### config.mk
export PLATFORM = sky130hd
export DESIGN_NAME = rrb_slot_pipe
export DESIGN_NICKNAME = d
export VERILOG_FILES = /design/src/hw/rtl/rrb_pkg.sv /design/src/hw/rtl/rrb_slot_pipe.sv
export SDC_FILE = /design/constraint.sdc
export NUM_CORES = 1
export LEC_CHECK = 0
export BUFFER_PORTS_ARGS = -buffer_cell sky130_fd_sc_hd__buf_2
export CELL_PAD_IN_SITES_DETAIL_PLACEMENT = 1
export CELL_PAD_IN_SITES_GLOBAL_PLACEMENT = 1
export CORE_MARGIN = 2
export CORE_UTILIZATION = 48
export CTS_CLUSTER_DIAMETER = 60
export CTS_CLUSTER_SIZE = 40
export DETAILED_ROUTE_END_ITERATION = 10
export HOLD_SLACK_MARGIN = 0.05
export PLACE_DENSITY_LB_ADDON = 0.25
export SLEW_MARGIN = 25
export SYNTH_ARGS = -nofsm -noshare
export SYNTH_HDL_FRONTEND = slang
export SYNTH_SLANG_ARGS = --single-unit
export TNS_END_PERCENT = 10
### constraint.sdc
create_clock -name clk -period 1.85 [get_ports clk]
set_input_delay 0.2775 -clock clk [delete_from_list [all_inputs] [get_ports clk]]
set_output_delay 0.2775 -clock clk [all_outputs]
set_load 0.005 [all_outputs]
### src/hw/rtl/rrb_pkg.sv
// ----------------------------------------------------------------------------
// rrb_pkg
// Shared widths, codes and payload types of the reorder receive buffer.
// ----------------------------------------------------------------------------
`default_nettype none

package rrb_pkg;

  localparam int SEQ_W         = 32;
  localparam int OFF_W         = 11;
  localparam int BYTE_W        = 8;
  localparam int SEGMENT_BYTES = 1400;

  // slot index reduction: digits of the byte position per pipeline stage
  localparam int MOD_DIGIT  = 4;
  localparam int MOD_STAGES = SEQ_W / MOD_DIGIT;

  localparam int OUT_DEPTH = 8;
  localparam int OUT_AW    = 3;

  localparam logic [1:0] MODE_DATA = 2'd0;
  localparam logic [1:0] MODE_FIN  = 2'd1;
  localparam logic [1:0] MODE_TICK = 2'd2;

  localparam logic [1:0] KIND_BYTE   = 2'd0;
  localparam logic [1:0] KIND_ACK    = 2'd1;
  localparam logic [1:0] KIND_FINACK = 2'd2;
  localparam logic [1:0] KIND_BUSY   = 2'd3;

  typedef enum logic [1:0] {
    CLASS_NONE    = 2'd0,
    CLASS_INORDER = 2'd1,
    CLASS_AHEAD   = 2'd2,
    CLASS_BEHIND  = 2'd3
  } class_t;

  typedef enum logic [2:0] {
    ACT_NONE       = 3'd0,
    ACT_FIN        = 3'd1,
    ACT_BUSY       = 3'd2,
    ACT_INORD_BYTE = 3'd3,
    ACT_INORD_LAST = 3'd4,
    ACT_AHEAD_ACK  = 3'd5,
    ACT_TICK       = 3'd6
  } act_t;

  typedef struct packed {
    logic [1:0]        mode;
    logic [SEQ_W-1:0]  seg_seq;
    logic [OFF_W-1:0]  byte_offset;
    logic [BYTE_W-1:0] data_byte;
    logic              last_byte;
  } seg_t;

  typedef struct packed {
    logic [1:0]        out_kind;
    logic [BYTE_W-1:0] out_byte;
    logic [SEQ_W-1:0]  ack_number;
    logic              run_end;
  } res_t;

  typedef struct packed {
    logic valid;
    res_t res;
  } res_slot_t;

  typedef struct packed {
    logic              valid;
    logic [BYTE_W-1:0] data;
  } store_word_t;

endpackage

`default_nettype wire

### src/hw/rtl/rrb_slot_pipe.sv
// ----------------------------------------------------------------------------
// rrb_slot_pipe
// Computes the ring slot (seg_seq + byte_offset) mod STORE_DEPTH, one digit
// of the byte position per stage, with a shared stall.
// ----------------------------------------------------------------------------
`default_nettype none

module rrb_slot_pipe import rrb_pkg::*; #(
  parameter int  STORE_DEPTH = 4096,
  localparam int AW          = $clog2(STORE_DEPTH)
) (
  input  logic             clk,
  input  logic             rst,
  input  logic             advance,
  input  logic             in_valid,
  input  seg_t             in_seg,
  output logic             out_valid,
  output seg_t             out_seg,
  output logic [SEQ_W-1:0] out_pos,
  output logic [AW-1:0]    out_slot
);

  localparam logic [AW:0] DEPTH_CMP = (AW + 1)'(STORE_DEPTH);

  logic             v      [MOD_STAGES+1];
  seg_t             seg_q  [MOD_STAGES+1];
  logic [SEQ_W-1:0] pos_q  [MOD_STAGES+1];
  logic [AW-1:0]    rem_q  [1:MOD_STAGES];

  function automatic logic [AW-1:0] mod_step(input logic [AW-1:0]        rem,
                                             input logic [MOD_DIGIT-1:0] dig);
    logic [AW:0] acc;
    acc = {1'b0, rem};
    for (int i = MOD_DIGIT - 1; i >= 0; i--) begin
      acc = {acc[AW-1:0], dig[i]};
      if (acc >= DEPTH_CMP) begin
        acc = acc - DEPTH_CMP;
      end
    end
    return acc[AW-1:0];
  endfunction

  always_ff @(posedge clk) begin
    if (rst) begin
      for (int k = 0; k <= MOD_STAGES; k++) begin
        v[k] <= 1'b0;
      end
    end else if (advance) begin
      v[0] <= in_valid;
      for (int k = 1; k <= MOD_STAGES; k++) begin
        v[k] <= v[k-1];
      end
    end
  end

  always_ff @(posedge clk) begin
    if (advance) begin
      seg_q[0] <= in_seg;
      pos_q[0] <= in_seg.seg_seq + SEQ_W'(in_seg.byte_offset);
      for (int k = 1; k <= MOD_STAGES; k++) begin
        seg_q[k] <= seg_q[k-1];
        pos_q[k] <= pos_q[k-1];
      end
      rem_q[1] <= mod_step('0, pos_q[0][SEQ_W-1 -: MOD_DIGIT]);
      for (int k = 2; k <= MOD_STAGES; k++) begin
        rem_q[k] <= mod_step(rem_q[k-1], pos_q[k-1][SEQ_W-1-MOD_DIGIT*(k-1) -: MOD_DIGIT]);
      end
    end
  end

  assign out_valid = v[MOD_STAGES];
  assign out_seg   = seg_q[MOD_STAGES];
  assign out_pos   = pos_q[MOD_STAGES];
  assign out_slot  = rem_q[MOD_STAGES];

endmodule

`default_nettype wire

**Yosys cells after proc, flatten, opt, wreduce, memory -nomap -nowiden**

Memory sizes are Yosys's and may differ from the RTL's.
Index checks and enable logic that the tools add are counted.

- Input port bits: 58
- Memories: 4
- Register bits after elaboration: 0
- RAM bits: 879

- $add $sub $neg: 29
- Magnitude comparators: 28
- Bitwise operators: 9
- Muxes and demuxes: 71

Memory list:

| memory | depth | bits a word | rd ports | clocked after Yosys merged registers in | write ports | RTL line | text |
|---|---|---|---|---|---|---|---|
| seg_q | 9 | 54 | 9 | 0 | 9 | rrb_slot_pipe.sv:26 | `seg_t seg_q [MOD_STAGES+1];` |
| pos_q | 9 | 32 | 9 | 0 | 9 | rrb_slot_pipe.sv:27 | `logic [SEQ_W-1:0] pos_q [MOD_STAGES+1];` |
| rem_q | 8 | 12 | 8 | 0 | 8 | rrb_slot_pipe.sv:28 | `logic [AW-1:0] rem_q [1:MOD_STAGES];` |
| v | 9 | 1 | 9 | 0 | 9 | rrb_slot_pipe.sv:25 | `logic v [MOD_STAGES+1];` |

Operators with widths:

| kind | count |
|---|---|
| 12-bit two-way mux | 56 |
| 13-bit >= comparator (second input constant) | 28 |
| 12-bit by 1-bit subtractor with 12-bit output (second input constant) | 28 |
| 32-bit by 11-bit adder with 32-bit output | 1 |
| 1-bit two-way mux | 15 |
| 1-bit bitwise OR | 9 |

**Logic depth before layout (Yosys ltp)**

An unclocked memory read counts as a cell.

- Depth in word-level cells: 13
- Mapped depth: 7

**Worst setup path before layout**

OpenSTA, ideal clock, no wires.

- Kind: in2reg
- Start: in in_seg[9] (netlist bit)
- End: mem pos_q[0][16] (data pin)
- Slack: -0.140 ns
- Cell stages on the path: 7
- Library setup time: 0.262 ns
- Buffers on the path: 0
- Data required time: 1.588 ns
- Arrival time: 1.728 ns
- Cell sequence: ha_1 > fa_1 > a21oi_1 > nor2_2 > o311ai_4 > a21oi_1 > xor2_1

RTL lines:

| what | RTL line | text |
|---|---|---|
| start: declaration | rrb_slot_pipe.sv:16 | `input seg_t in_seg,` |
| end: declaration | rrb_slot_pipe.sv:27 |  |

==> results.md <==
- Status: finished, final reports clean
- Post-Syn Area: 25010 um^2
- Max Slew Vio Count: 0
- Critical Path Source: in_seg[9]
- Vias in the first global route: 9600
- # resized after CTS: 0
- I/O pin cnt: 157
- Max-Cap Viols: 0
- Synth Flop Type: edfxtp_1
- Final wirelength: 35240 um
- Reg2Reg Depth: 1
- Slowest CP cell: o311ai_4
- Final worst slack: 0.09808 ns
- Initial Util: 48.65%
- Worst Skew: 0.02242 ns
- Initial antenna violation count: 4
- R2R Setup Slk: 1.07 ns
- Chip width: 232.3 um
- Crit Path Max Fanout: 6
- Worst path cell trace: buf_2 -> ha_1 -> fa_2 -> a21oi_2 -> nor2_2 -> o311ai_4 -> a21oi_1 -> xor2_1
- Core Rows: 83
- CP peak stage delay: 0.41 ns
- Final GP Congestion: 0.7581
- Post-synth EDFFs: 783
- M3 GR Usage: 2.677%
- Worst endpoint required time: 2.19 ns
- H-tree depth: 2
- TritonCTS Buffers: 46
- Worst path depth: 8
- Crit. End Element: flop
- Setup violations, final: 0
- Routed len/inst: 17.83 um
- Drt drc: 0
- Gr usage total: 13.31%
- Yosys reg bits: 783
- 1st-iter DRT viols: 568
- Layout area overhead: 17.36%
- Netlist cell types: 44
- Dpl hpwl: 21780 um
- IO buf count: 156
- Crit path max-delay family: compound AO/OA/AOI/OAI gates
- Final antenna-violating net count: 0
- Avg Cell Area, Syn: 25.68 um^2
- Fillers: 4318
- Post-place setup slack: -0.5434 ns
- CP Capture Point: pos_q[0][24]
- CTS tree: done
- Worst setup SP type: primary input
- Maximum VDD drop: 0.0007262 V
- Met1 usage: 17.06%
- CP arrival: 2.09 ns
- Core area: 51410 um^2
- Worst-Margin Slew: 0.4707 ns
- Met2 usage: 22.34%
- FMAX: 0.5708 GHz
- Setup repair bufs after CTS: 0
- Ys async rst share: 0%
- Placed cell count: 1832
- Warnings, synthesis: 0
- RSZ-0062 raised after global routing: false
- CTS root buf: clkbuf_16
- Final nets: 1326
- Hold Fails Final Rpt: 0
- Sink Count: 783
- CTS clk-pin slew, worst paths: 0.09 ns
- Post-synth top area cell: edfxtp_1
- Max-slew headroom: 68.62%
- Largest net degree at the start of global routing: 73
- Crit path time final: 1.752 ns
- DIE AREA: 53950 um^2
- Most Crowded Layer GR: met2
- Leak Pwr: 10.20 nW
- Vias per inst: 4.713
- Layout cells sized above 1: 25.81%
- Worst Path Buf+Inv: 1
- Syn Nets: 1044
- Dpl cell area: 27030 um^2
- Post-Synthesis Cells: 974
- Reg2reg start: v[0][2]
- Post-route design area: 29350 um^2
- Via count: 9312
- Top cell type's share of synthesized area: 94.01%
- Reg2reg end: v[0][3]
- Max clock buf depth: 3
- Die height: 232.3 um
- Grt ovf: 0
- Worst skew pair latency: 0.61 ns
- Top cells by area, synth: edfxtp_1, buf_4, xor2_1, ha_1, a211oi_2
- Non-filler instance count after layout: 1976
- Min-Delay Path Class: primary input to flop
- Overall power: 0.03408 W
- Power Density: 1161 nW/um^2
- Detailed Routing Iterations Pass 1: 4
- Final period utilization: 94.70%
- Worst Setup Path Type: primary input to flop
- First-pass GRT wire length: 54190 um
- Seq/Total Area, Yosys: 94.01%
## logic make-up after synthesis
logic type | count (synthesis) | share of synthesized area [%]
AOI/OAI and AO/OA | 41 | 1.426
adders and majority gates | 12 | 0.6303
and+or+nand+nor | 56 | 1.416
xor gates and xnor gates | 29 | 1.016
buffers and inverters | 53 | 1.501
DFF | 783 | 94.01
## per-stage QoR
step / TNS (ns) / hold WS (ns) / util [%]
2_1_floorplan: -0.5809 / 0.3764 / -
3_3_place_gp: -7.838 / 0.4005 / 52.59
3_5_place_dp: -10.37 / 0.4051 / 52.59
4_1_cts: 0 / 0.08039 / 57.09
5_1_grt: 0 / 0.1094 / 57.09
6_report: 0 / 0.1282 / 57.10
## placed cells by master, fill, tap and decap left out, types with 4 or more instances in the layout
cell type,netlist,layout
buf_4,45,51
buf_2,0,155
clkbuf_16,0,49
a21oi_1,15,14
a211oi_1,5,5
buf_12,0,17
clkinv_8,0,7
xor2_1,22,22
inv_1,7,7
dlygate4sd3_1,0,56
a211oi_2,8,8
nand3_1,8,8
inv_12,0,4
inv_6,0,4
and2_1,9,9
inv_16,0,7
xnor2_1,7,7
nand2_1,12,12
edfxtp_1,783,783
ha_1,11,11
## synth_stat cells (all sizes together) (2+ instances only)
library cell / instances
xor2: 22
a211oi: 13
nand2: 12
nor3: 3
a21oi: 17
buf: 46
xnor2: 7
o21ai: 3
nand3: 11
edfxtp: 783
o311ai: 2
and3: 4
nor3b: 2
and2: 9
nor2b: 3
nand4: 2
nor2: 5
inv: 7
ha: 11
## state kept, by name (all words and copies together), names as in the netlist
register,flops
pos_q,288
seg_q,486
v,9
## per-layer routing
| layer | part of all wire (%) | vias up |
|---|---|---|
| met1 | 43 | 4669 |
| met4 | 2.9 | 4 |
| met5 | 0.079 | - |
| met3 | 4.1 | 71 |
| li1 | - | 4408 |
| met2 | 50 | 160 |
## power breakdown
| group | switching (W) | internal, W | total (W) |
|---|---|---|---|
| Sequential | 0.000311 | 0.0208 | 0.0211 |
| Clock | 0.00632 | 0.00551 | 0.0118 |
| Combinational | 0.000670 | 0.000462 | 0.00113 |
## worst min-delay path by stage
stage | from | end | slack [ns] | cells after the start
6_report | in_seg[21] | pos_q[0][1] | 0.13 | 2
5_1_grt | in_seg[21] | pos_q[0][1] | 0.11 | 2
4_1_cts | in_seg[21] | pos_q[0][1] | 0.08 | 2
3_5_place_dp | pos_q[0][92] | pos_q[0][124] | 0.41 | 0
3_3_place_gp | seg_q[0][34] | seg_q[0][88] | 0.40 | 0
2_1_floorplan | in_seg[0] | seg_q[0][0] | 0.38 | 0
## area by class of cell
type	count	area, um^2	area share (%)
Sequential cell	783	23510	80.11
Timing Repair Buffer	280	2074	7.068
Inverter	7	26.28	0.08952
Tap cell	680	850.8	2.899
Multi-Input combinational cell	138	1129	3.845
Clock inverter	35	520.5	1.773
Antenna cell	2	5.005	0.01705
Clock buffer	51	1234	4.203
## what timing repair did
item | 4_1_cts | 5_1_grt
hold buffers | 56 | 0
setup endpoints to repair | 0 | 0
hold endpoints to repair | 68 | 0
(Power assumes the default switching activity.)
