--- src/hw/rtl/rrb_pkg.sv ---
// ----------------------------------------------------------------------------
// rrb_pkg
// Shared widths, codes and payload types of the reorder receive buffer.
// ----------------------------------------------------------------------------
`default_nettype none

package rrb_pkg;

  localparam int SEQ_W         = 32;
  localparam int OFF_W         = 11;
  localparam int BYTE_W        = 8;
  localparam int SEGMENT_BYTES = 1400;

  // slot index reduction: digits of the byte position per pipeline stage
  localparam int MOD_DIGIT  = 4;
  localparam int MOD_STAGES = SEQ_W / MOD_DIGIT;

  localparam int OUT_DEPTH = 8;
  localparam int OUT_AW    = 3;

  localparam logic [1:0] MODE_DATA = 2'd0;
  localparam logic [1:0] MODE_FIN  = 2'd1;
  localparam logic [1:0] MODE_TICK = 2'd2;

  localparam logic [1:0] KIND_BYTE   = 2'd0;
  localparam logic [1:0] KIND_ACK    = 2'd1;
  localparam logic [1:0] KIND_FINACK = 2'd2;
  localparam logic [1:0] KIND_BUSY   = 2'd3;

  typedef enum logic [1:0] {
    CLASS_NONE    = 2'd0,
    CLASS_INORDER = 2'd1,
    CLASS_AHEAD   = 2'd2,
    CLASS_BEHIND  = 2'd3
  } class_t;

  typedef enum logic [2:0] {
    ACT_NONE       = 3'd0,
    ACT_FIN        = 3'd1,
    ACT_BUSY       = 3'd2,
    ACT_INORD_BYTE = 3'd3,
    ACT_INORD_LAST = 3'd4,
    ACT_AHEAD_ACK  = 3'd5,
    ACT_TICK       = 3'd6
  } act_t;

  typedef struct packed {
    logic [1:0]        mode;
    logic [SEQ_W-1:0]  seg_seq;
    logic [OFF_W-1:0]  byte_offset;
    logic [BYTE_W-1:0] data_byte;
    logic              last_byte;
  } seg_t;

  typedef struct packed {
    logic [1:0]        out_kind;
    logic [BYTE_W-1:0] out_byte;
    logic [SEQ_W-1:0]  ack_number;
    logic              run_end;
  } res_t;

  typedef struct packed {
    logic valid;
    res_t res;
  } res_slot_t;

  typedef struct packed {
    logic              valid;
    logic [BYTE_W-1:0] data;
  } store_word_t;

endpackage

`default_nettype wire

--- src/hw/rtl/rrb_ifs.sv ---
// ----------------------------------------------------------------------------
// rrb_seg_if / rrb_res_if
// Valid/ready channels for incoming segment bytes and outgoing results.
// ----------------------------------------------------------------------------
`default_nettype none


interface rrb_res_if import rrb_pkg::*; ();
  logic              valid;
  logic              ready;
  logic [1:0]        out_kind;
  logic [BYTE_W-1:0] out_byte;
  logic [SEQ_W-1:0]  ack_number;
  logic              run_end;

  modport source (output valid, out_kind, out_byte, ack_number, run_end, input ready);
  modport sink (input valid, out_kind, out_byte, ack_number, run_end, output ready);
endinterface

`default_nettype wire

--- src/hw/rtl/rrb_out_fifo.sv ---
// ----------------------------------------------------------------------------
// rrb_out_fifo
// Result queue: takes up to two results a cycle, presents one a cycle.
// ----------------------------------------------------------------------------
`default_nettype none

module rrb_out_fifo import rrb_pkg::*; (
  input  logic              clk,
  input  logic              rst,
  input  res_slot_t         first,
  input  res_slot_t         second,
  output logic [OUT_AW:0]   count,
  rrb_res_if.source         result
);

  res_t              q [OUT_DEPTH];
  logic [OUT_AW-1:0] wp;
  logic [OUT_AW-1:0] rp;
  logic [1:0]        n_push;
  logic              pop;

  assign n_push = {1'b0, first.valid} + {1'b0, second.valid};
  assign pop    = result.valid && result.ready;

  always_ff @(posedge clk) begin
    if (first.valid) begin
      q[wp] <= first.res;
    end
    if (second.valid) begin
      q[wp + OUT_AW'(1)] <= second.res;
    end
  end

  always_ff @(posedge clk) begin
    if (rst) begin
      wp    <= '0;
      rp    <= '0;
      count <= '0;
    end else begin
      wp    <= wp + OUT_AW'(n_push);
      rp    <= rp + OUT_AW'(pop);
      count <= count + (OUT_AW + 1)'(n_push) - (OUT_AW + 1)'(pop);
    end
  end

  assign result.valid      = (count != '0);
  assign result.out_kind   = q[rp].out_kind;
  assign result.out_byte   = q[rp].out_byte;
  assign result.ack_number = q[rp].ack_number;
  assign result.run_end    = q[rp].run_end;

endmodule

`default_nettype wire

--- src/flat_wrapper.sv ---
// flat-port wrapper written by rule: the top's interface ports become plain ports
module rrb_out_fifo_flat import rrb_pkg::*;
  (clk, rst, first, second, count, result_valid, result_out_kind, result_out_byte, result_ack_number, result_run_end, result_ready);
  rrb_res_if result_i ();
  input  logic clk;
  input  logic rst;
  input  res_slot_t first;
  input  res_slot_t second;
  output logic [OUT_AW:0] count;
  output wire logic [$bits(result_i.valid)-1:0] result_valid;
  output wire logic [$bits(result_i.out_kind)-1:0] result_out_kind;
  output wire logic [$bits(result_i.out_byte)-1:0] result_out_byte;
  output wire logic [$bits(result_i.ack_number)-1:0] result_ack_number;
  output wire logic [$bits(result_i.run_end)-1:0] result_run_end;
  input wire logic [$bits(result_i.ready)-1:0] result_ready;
  assign result_valid = result_i.valid;
  assign result_out_kind = result_i.out_kind;
  assign result_out_byte = result_i.out_byte;
  assign result_ack_number = result_i.ack_number;
  assign result_run_end = result_i.run_end;
  assign result_i.ready = result_ready;
  rrb_out_fifo u_core (.clk(clk), .rst(rst), .first(first), .second(second), .count(count), .result(result_i));
endmodule
--- config.mk ---
export PLATFORM = sky130hd
export DESIGN_NAME = rrb_out_fifo_flat
export DESIGN_NICKNAME = d
export VERILOG_FILES = /design/src/hw/rtl/rrb_pkg.sv /design/src/hw/rtl/rrb_ifs.sv /design/src/hw/rtl/rrb_out_fifo.sv /design/src/flat_wrapper.sv
export SDC_FILE = /design/constraint.sdc
export NUM_CORES = 1
export LEC_CHECK = 0
export BUFFER_PORTS_ARGS = -buffer_cell sky130_fd_sc_hd__buf_4
export CAP_MARGIN = 20
export CORE_MARGIN = 5
export CORE_UTILIZATION = 40
export CTS_CLUSTER_SIZE = 10
export DETAILED_ROUTE_END_ITERATION = 12
export GPL_ROUTABILITY_DRIVEN = 0
export GPL_TIMING_DRIVEN = 1
export PLACE_DENSITY = 0.6
export SYNTH_ARGS = -nofsm -noshare
export SYNTH_HDL_FRONTEND = slang
export SYNTH_SLANG_ARGS = --single-unit
--- constraint.sdc ---
create_clock -name clk -period 5.3 [get_ports clk]
set_input_delay 0.795 -clock clk [delete_from_list [all_inputs] [get_ports clk]]
set_output_delay 0.795 -clock clk [all_outputs]
set_load 0.05 [all_outputs]
* Yosys cells after proc, flatten, opt, wreduce, memory -nomap -nowiden
Memory sizes are Yosys's and may differ from the RTL's. A register that Yosys moved wholly into a read port is not among the register bits. Index checks and enable logic that the tools add are counted.
Word-level totals: input port bits 91, word-level logic and storage cells 17, memories 1, bits in registers 10, bits in latches 0, ROM bits 0, output and inout port bits 48, bits in writable memories 344
Operators by class: add/sub/neg operators 6, multiply operators 0, mux-type cells 5, reductions and logical operators 2, bitwise operators 0, magnitude comparators 0, shift-type cells 0, eq/ne operators 0, div/mod/pow operators 0
Memories:
- u_core.q | words 8, width 43, read ports 1, clocked after memory_dff 1, wr ports 2, RTL line rrb_out_fifo.sv:16 | res_t q [OUT_DEPTH];
Operator list (count):
- adder 4 x 2 -> 4 bit | 1
- 2-to-1 mux 1 bit | 4
- nonzero test 4 bit | 1
- subtractor 4 x 1 -> 4 bit | 1
- adder 3 x 1 -> 3 bit | 1
- adder 3 x 1 -> 3 bit, second input constant | 1
- adder 3 x 2 -> 3 bit | 1
- 2-to-1 mux 3 bit | 1
- adder 1 x 1 -> 2 bit | 1
- logical AND 1 bit | 1

* Depth between registers and ports, before layout
Gate-level depths: netlist of the first run.
depth after elaboration 4, gate-level depth with buffers 10, depth with buffers taken out 10

* Worst setup path after synthesis of the first run
No wires, ideal clock.
path type input port to flip-flop, start point input first[43] (netlist bit), end point memory u_core.q[2][0] (netlist bit), enable pin, path buffers 0, stages 2, required time 4.789 ns, path slack 0.611 ns, setup time 0.511 ns, arrival 4.179 ns, cell sequence nand2_1 > o32ai_1
RTL lines:
- start: declaration | RTL line flat_wrapper.sv:7 | input res_slot_t first;
- end: declaration | RTL line rrb_out_fifo.sv:16

==> run metrics, run 1 <==
Setup Crit Path Kind reg -> out; RSZ-0062 raised after global routing no; Worst Max-Slew Pin Slew roughly 1.1 ns; clock buffer depth 3; clk_lat worst skew 0.53 ns; aggregate global routing overflow 0; achievable frequency 271 MHz; Synth Net Count 1061; Starting Density 40.3%; Power, Total 8.49 mW; final setup fails 0; die width 221 µm; cells along the critical path buf_4, mux4_2, mux2_2, buf_4; gr busiest metal met2; Resize count post-CTS 0; Boundary Pins ~140; design area 20600 µm²; Antenna Nets Post-Route 0; post-synth top area cell edfxtp_1; Cell Area, Synth roughly 18000 µm²; Clock transition at path regs 0.06 ns; placed inst area slightly below 20000 µm²; Slew headroom 28.5%; CP endpoint kind primary output; Yosys warning count 0; Data required, critical path about 4.5 ns; WL per Instance 25.3 µm; total wire length 43300 µm; sequential-to-total area share from yosys stat 59.3%; largest net degree at the start of global routing 61; num rows 77; DP Cell Count 1654; Critical Path Most Common Cell buf_4; vias in the first global route 10208; Inserted Clock Buffers 41; overall routing resource usage 17.8%; Clock Skews 0.00865 ns; fin crit period 3.69 ns; Tcrit/Tclk final 69.7%; crit path max fanout 60; fin. max-slew vios 0; Std-Cell Core Area 44000 µm²; Die ar. 48700 µm²; fill cell count around 3800; first-pass GRT wire length 65300 µm; Post-CTS Hold Fix Bufs 0; Mapped Avg Cell Area 18.5 µm²; Initial DRC Count 571; via count 9363; Buffers on Ports 138; met2 Use GR 30.1%; TNS Setup 0 ns; Distinct cells, synth 38; VDD IR-drop max about 0.00028 V; P_leak about 6.7 nW; Synth Instances 959; initial antenna violation count 5; Non-Filler Instances about 1700; Hold Path Class in -> reg; ranking of synthesized cells by area edfxtp_1, mux2_2, mux4_2, dfxtp_1, buf_2; H-Tree Depth 2; GR Util met1 24.5%; met3 usage 3.35%; final hold violation count 0; pwr dens 411 nW/µm²; CP Launch Type flip-flop; max incr delay on CP approximately 1.1 ns; Max-Cap Viols 0; Arrival @ worst endpoint a little under 3 ns; flops & latches, synth 354; clock root cell clkbuf_16; CTS tree yes; Synth-to-Final Area Change 16.2%; Yosys top cell area share 58.2%; DRT Pass-1 Iters 4; status complete, no violations; clock sink count 354; DPL Wire Length 25600 µm; mean number of vias per cell 5.47; # DRC 0; layout cells sized above 1 62.5%; Layout Nets approximately 1200; slowest cell on the critical path dfxtp_4; buffers inserted by post-CTS timing repair 0; DIE HEIGHT 221 µm
==> registers in the layout, indices dropped and copies added (netlist names) <==
name          cells
u_core.wp         3
u_core.q        344
u_core.count      4
u_core.rp         3
==> routing by layer <==
layer  wire, µm  share of wire (%)
met2      21500                 50
met5         42              0.097
met1      19400                 45
met4        542                1.3
met3       1860                4.3
==> layout make-up <==
type                            count  area [µm²]  share of cell area [%]
Clock inverter                      2        12.5                  0.0607
Inverter                            7        26.3                   0.127
Timing Repair Buffer              163        1240                    5.99
Multi-Input combinational cell    538        6950                    33.7
Sequential cell                   354       10500                    51.1
Clock buffer                       54        1120                    5.42
Tap cell                          592         741                    3.59
Antenna cell                        1        2.50                  0.0121
==> critical path: cells and delay by family (launching register included) <==
family / cells / cell delay [ns]
flip-flops: 1 / 1.05
multiplexers: 2 / 0.66
buffers and inverters: 2 / 0.61
==> power by group <==
part	switching (mW)	internal [mW]	leakage [nW]
clock network	1.05	1.45	0.549
logic	1.40	0.986	2.93
registers	0.143	3.46	3.24
total	2.59	5.90	6.72
==> stage by stage <==
| step | hold WS [ns] | worst slack (ns) | util (%) |
|---|---|---|---|
| 2_1_floorplan | 0.554 | 0.611 | - |
| 3_3_place_gp | 0.708 | 2.15 | 44.3 |
| 3_5_place_dp | 0.709 | 2.14 | 44.3 |
| 4_1_cts | 0.496 | 1.58 | 46.8 |
| 5_1_grt | 0.523 | 1.52 | 46.8 |
| 6_report | 0.522 | 1.61 | 46.8 |
==> cell usage in the layout, fill, tap and decap left out, types with 7 or more instances in the layout <==
cell and instances:
mux2_2 382, edfxtp_1 344, buf_4 162, mux4_2 86, clkbuf_16 43, clkbuf_1 11
ha_1 9, inv_1 7, nor2_1 7, dfxtp_1 7
==> kinds of logic after synthesis <==
family                   share of synthesized area [%]
multiplexers                                      35.6
flip-flops                                        59.3
buffers and inverters                             2.21
AND/OR/NAND/NOR                                   1.24
adder cells (fa/ha/maj)                          0.860
AO/OA/AOI/OAI                                    0.359
XOR/XNOR                                         0.458
==> synth_stat cells <==
master and count:
o21ai_0 2, xor2_1 1, mux2_2 382, nor3_4 2, nand3_1 2, xor2_4 1
nand2b_1 4, and3_1 1, mux2_1 6, buf_2 28, mux4_2 86, o32ai_1 1
buf_1 1, nand2_2 1, inv_1 7, o22ai_1 3, ha_1 9, edfxtp_1 344
mux2i_1 1, or2_2 2, nand2_1 5, or3b_2 1, a21oi_1 2, a31o_2 1
nor2_1 8, dfxtp_1 10, xnor2_1 2, buf_4 4, nor3_1 1, nand3b_1 1
clkbuf_1 15, nor3b_1 1, fa_1 2, xnor2_4 1, buf_6 12, o21bai_1 1
nor2b_1 5, nor2_2 3
==> worst paths after layout <==
path	startpoint	to	slack (ns)	cells past startpoint
min	rst	u_core.count[1]$_SDFF_PP0_	0.52	2
max reg2reg	u_core.wp[0]$_SDFF_PP0_	u_core.q[7][41]$_DFFE_PP_	2.14	5
min reg2reg	u_core.wp[1]$_SDFF_PP0_	u_core.wp[1]$_SDFF_PP0_	0.72	2
max	u_core.rp[2]$_SDFF_PP0_	result_ack_number[6]	1.61	4
Power figures use the tool's default switching activity.
==> run 2: changes to the inputs <==
--- a/config.mk
+++ b/config.mk
@@ -13,7 +13,7 @@
 export DETAILED_ROUTE_END_ITERATION = 12
 export GPL_ROUTABILITY_DRIVEN = 0
 export GPL_TIMING_DRIVEN = 1
-export PLACE_DENSITY = 0.6
+export PLACE_DENSITY = 0.62
 export SYNTH_ARGS = -nofsm -noshare
 export SYNTH_HDL_FRONTEND = slang
 export SYNTH_SLANG_ARGS = --single-unit
==> constraint.sdc (replaced) <==
create_clock -name clk -period 3 [get_ports clk]
set_input_delay 0.45 -clock clk [delete_from_list [all_inputs] [get_ports clk]]
set_output_delay 0.45 -clock clk [all_outputs]
set_load 0.05 [all_outputs]
==> run 2 against run 1 <==
  * Clock-buffer cell count is 10 higher
  * Cell count rose by 1.5%
  * Clock skew grew 0.0056 ns
==> run metrics, run 2 (same netlist as run 1, synthesis figures left out) <==
Largest regs u_core.q (344), u_core.count (4); clock root cell clkbuf_16; clock sink count 354 (unchanged); Std-Cell Core Area 44000 µm² (unchanged); max incr delay on CP 0.56 ns (-0.49 ns); initial antenna violation count 2 (-3); VDD IR-drop max 0.000453 V (+61%); most frequent cells in the layout mux2_2, edfxtp_1, buf_4; overall routing resource usage 18.1% (+0.25 points); achievable frequency 354 MHz; Synth-to-Final Area Change 18.9%; num rows 77 (unchanged); Boundary Pins 139 (unchanged); Setup WS pre-CTS 0.419 ns (-1.72 ns); CP Launch Type flip-flop; Arrival @ worst endpoint 2.38 ns (-0.52 ns); Data required, critical path 2.55 ns (-1.96 ns); via count 9493 (+1.4%); first-pass GRT wire length 66400 µm (+1.7%); Power, Total 15.4 mW (+82%); buffers inserted by post-CTS timing repair 0 (unchanged); min-delay src rst; cells along the critical path buf_12, mux4_2, mux2_2, buf_4; max reg flops 344 (unchanged); Antenna Nets Post-Route 0 (unchanged); DPL Wire Length 25900 µm (+1.2%); P_leak 6.92 nW (+3.0%); aggregate global routing overflow 0 (unchanged); H-Tree Depth 2 (unchanged); fill cell count 3784 (-1.0%); WL per Instance 25.2 µm (-0.61%); largest net degree at the start of global routing 46 (-25%); Buffers on Ports 138 (unchanged); mean number of vias per cell 5.47 (about the same); Setup Crit Path Kind reg -> out; fin crit period around 2.8 ns; Worst Max-Slew Pin Slew 0.927 ns (-0.146 ns); DIE HEIGHT 221 µm (unchanged); total wire length 43700 µm (+0.84%); Max-Cap Viols 0 (unchanged); Die ar. 48700 µm² (unchanged); Layout Nets 1224 (+1.4%); Post-CTS Hold Fix Bufs 0 (unchanged); CP startpoint u_core.rp[1]$_SDFF_PP0_; Slew headroom 38.1% (+9.6 points); clock buffer depth 3 (unchanged); Starting Density 40.3% (unchanged); FF-to-FF Start u_core.wp[0]$_SDFF_PP0_; clk_lat worst skew 0.54 ns (about the same); crit path max fanout 45 (-25%); Initial DRC Count 647 (+13%); DRT Pass-1 Iters 5 (+1); CTS tree yes; most flop-heavy register u_core.q; slowest cell on the critical path mux4_2; Tcrit/Tclk final 94.2%; layout cells sized above 1 62.8% (+0.24 points); Inserted Clock Buffers 42 (+2.4%); post-route setup slack 0.173 ns (-1.43 ns); # DRC 0 (unchanged); final hold violation count 0 (unchanged); Clock Skews 0.0142 ns (+0.00557 ns); Resize count post-CTS 0 (unchanged); die width 221 µm (unchanged); # diodes 0 (-1); RSZ-0062 raised after global routing no; status complete, no violations; final setup fails 0 (unchanged); fin. max-slew vios 0 (unchanged); CP endpoint kind primary output; Hold Path Class in -> reg; Clock transition at path regs 0.06 ns (about the same); pwr dens 730 nW/µm² (+78%); commonest non-fill, non-tap cell in the layout mux2_2; vias in the first global route 10332 (+1.2%)
[run 2: cell count changes in the layout (fill, tap and decap cells not counted)]
cell / delta
buf_12: +21
clkbuf_1: +7
buf_4: -5
clkbuf_16: +2
bufinv_16: +1
clkbuf_8: +1
diode_2: -1
inv_6: -1
[run 2: final timing paths]
check | end | slack, ns | cells after the start
worst min register to register | u_core.rp[0]$_SDFF_PP0_ | 0.61 | 2
worst max-delay path | result_run_end | 0.17 | 4
worst max register to register | u_core.q[4][20]$_DFFE_PP_ | 0.43 | 5
worst min-delay path | u_core.rp[1]$_SDFF_PP0_ | 0.18 | 2
[run 2: final cells by class]
type / count / area, µm² / share of cell area (%)
clock inverter: 2 / 33.8 / 0.160
tap: 592 / 741 / 3.51
timing repair buffer: 179 / 1620 / 7.67
sequential: 354 / 10500 / 49.9
inverter: 7 / 26.3 / 0.124
clock buffer: 64 / 1210 / 5.72
multi-input combinational: 538 / 6950 / 32.9
[run 2: critical path: cells and delay by family (launching register included)]
family	cells	cell delay, ns
buffers and inverters	2	0.55
multiplexers	2	0.89
flip-flops	1	0.37
[run 2: layer usage]
layer | wire length (µm) | track usage (%) | vias up
li1 | - | - | 4242
met1 | 19800 | 26.1 | 4984
met2 | 20900 | 29.2 | 214
met3 | 2270 | 3.06 | 49
met4 | 652 | 3.68 | 4
met5 | 21 | 0 | -
[run 2: power by group]
group | switching [mW] | internal [mW] | leakage, nW
logic | 2.58 | 1.87 | 3.08
clock network | 1.90 | 2.82 | 0.599
registers | 0.155 | 6.10 | 3.24
[run 2: through the flow]
step / hold slack, ns / TNS [ns] / cell area [µm²] / std cells / utilization, %
final: 0.185 / 0 / 21100 / 1736 / 48.0
after CTS: 0.160 / 0 / 21100 / 1736 / 48.0
after global placement: 0.578 / 0 / 19900 / 1670 / 45.1
after floorplan: 0.554 / -43.07 / 17800 / 959 / -
after global routing: 0.177 / 0 / 21100 / 1736 / 48.0
after detailed placement: 0.597 / 0 / 19900 / 1670 / 45.1
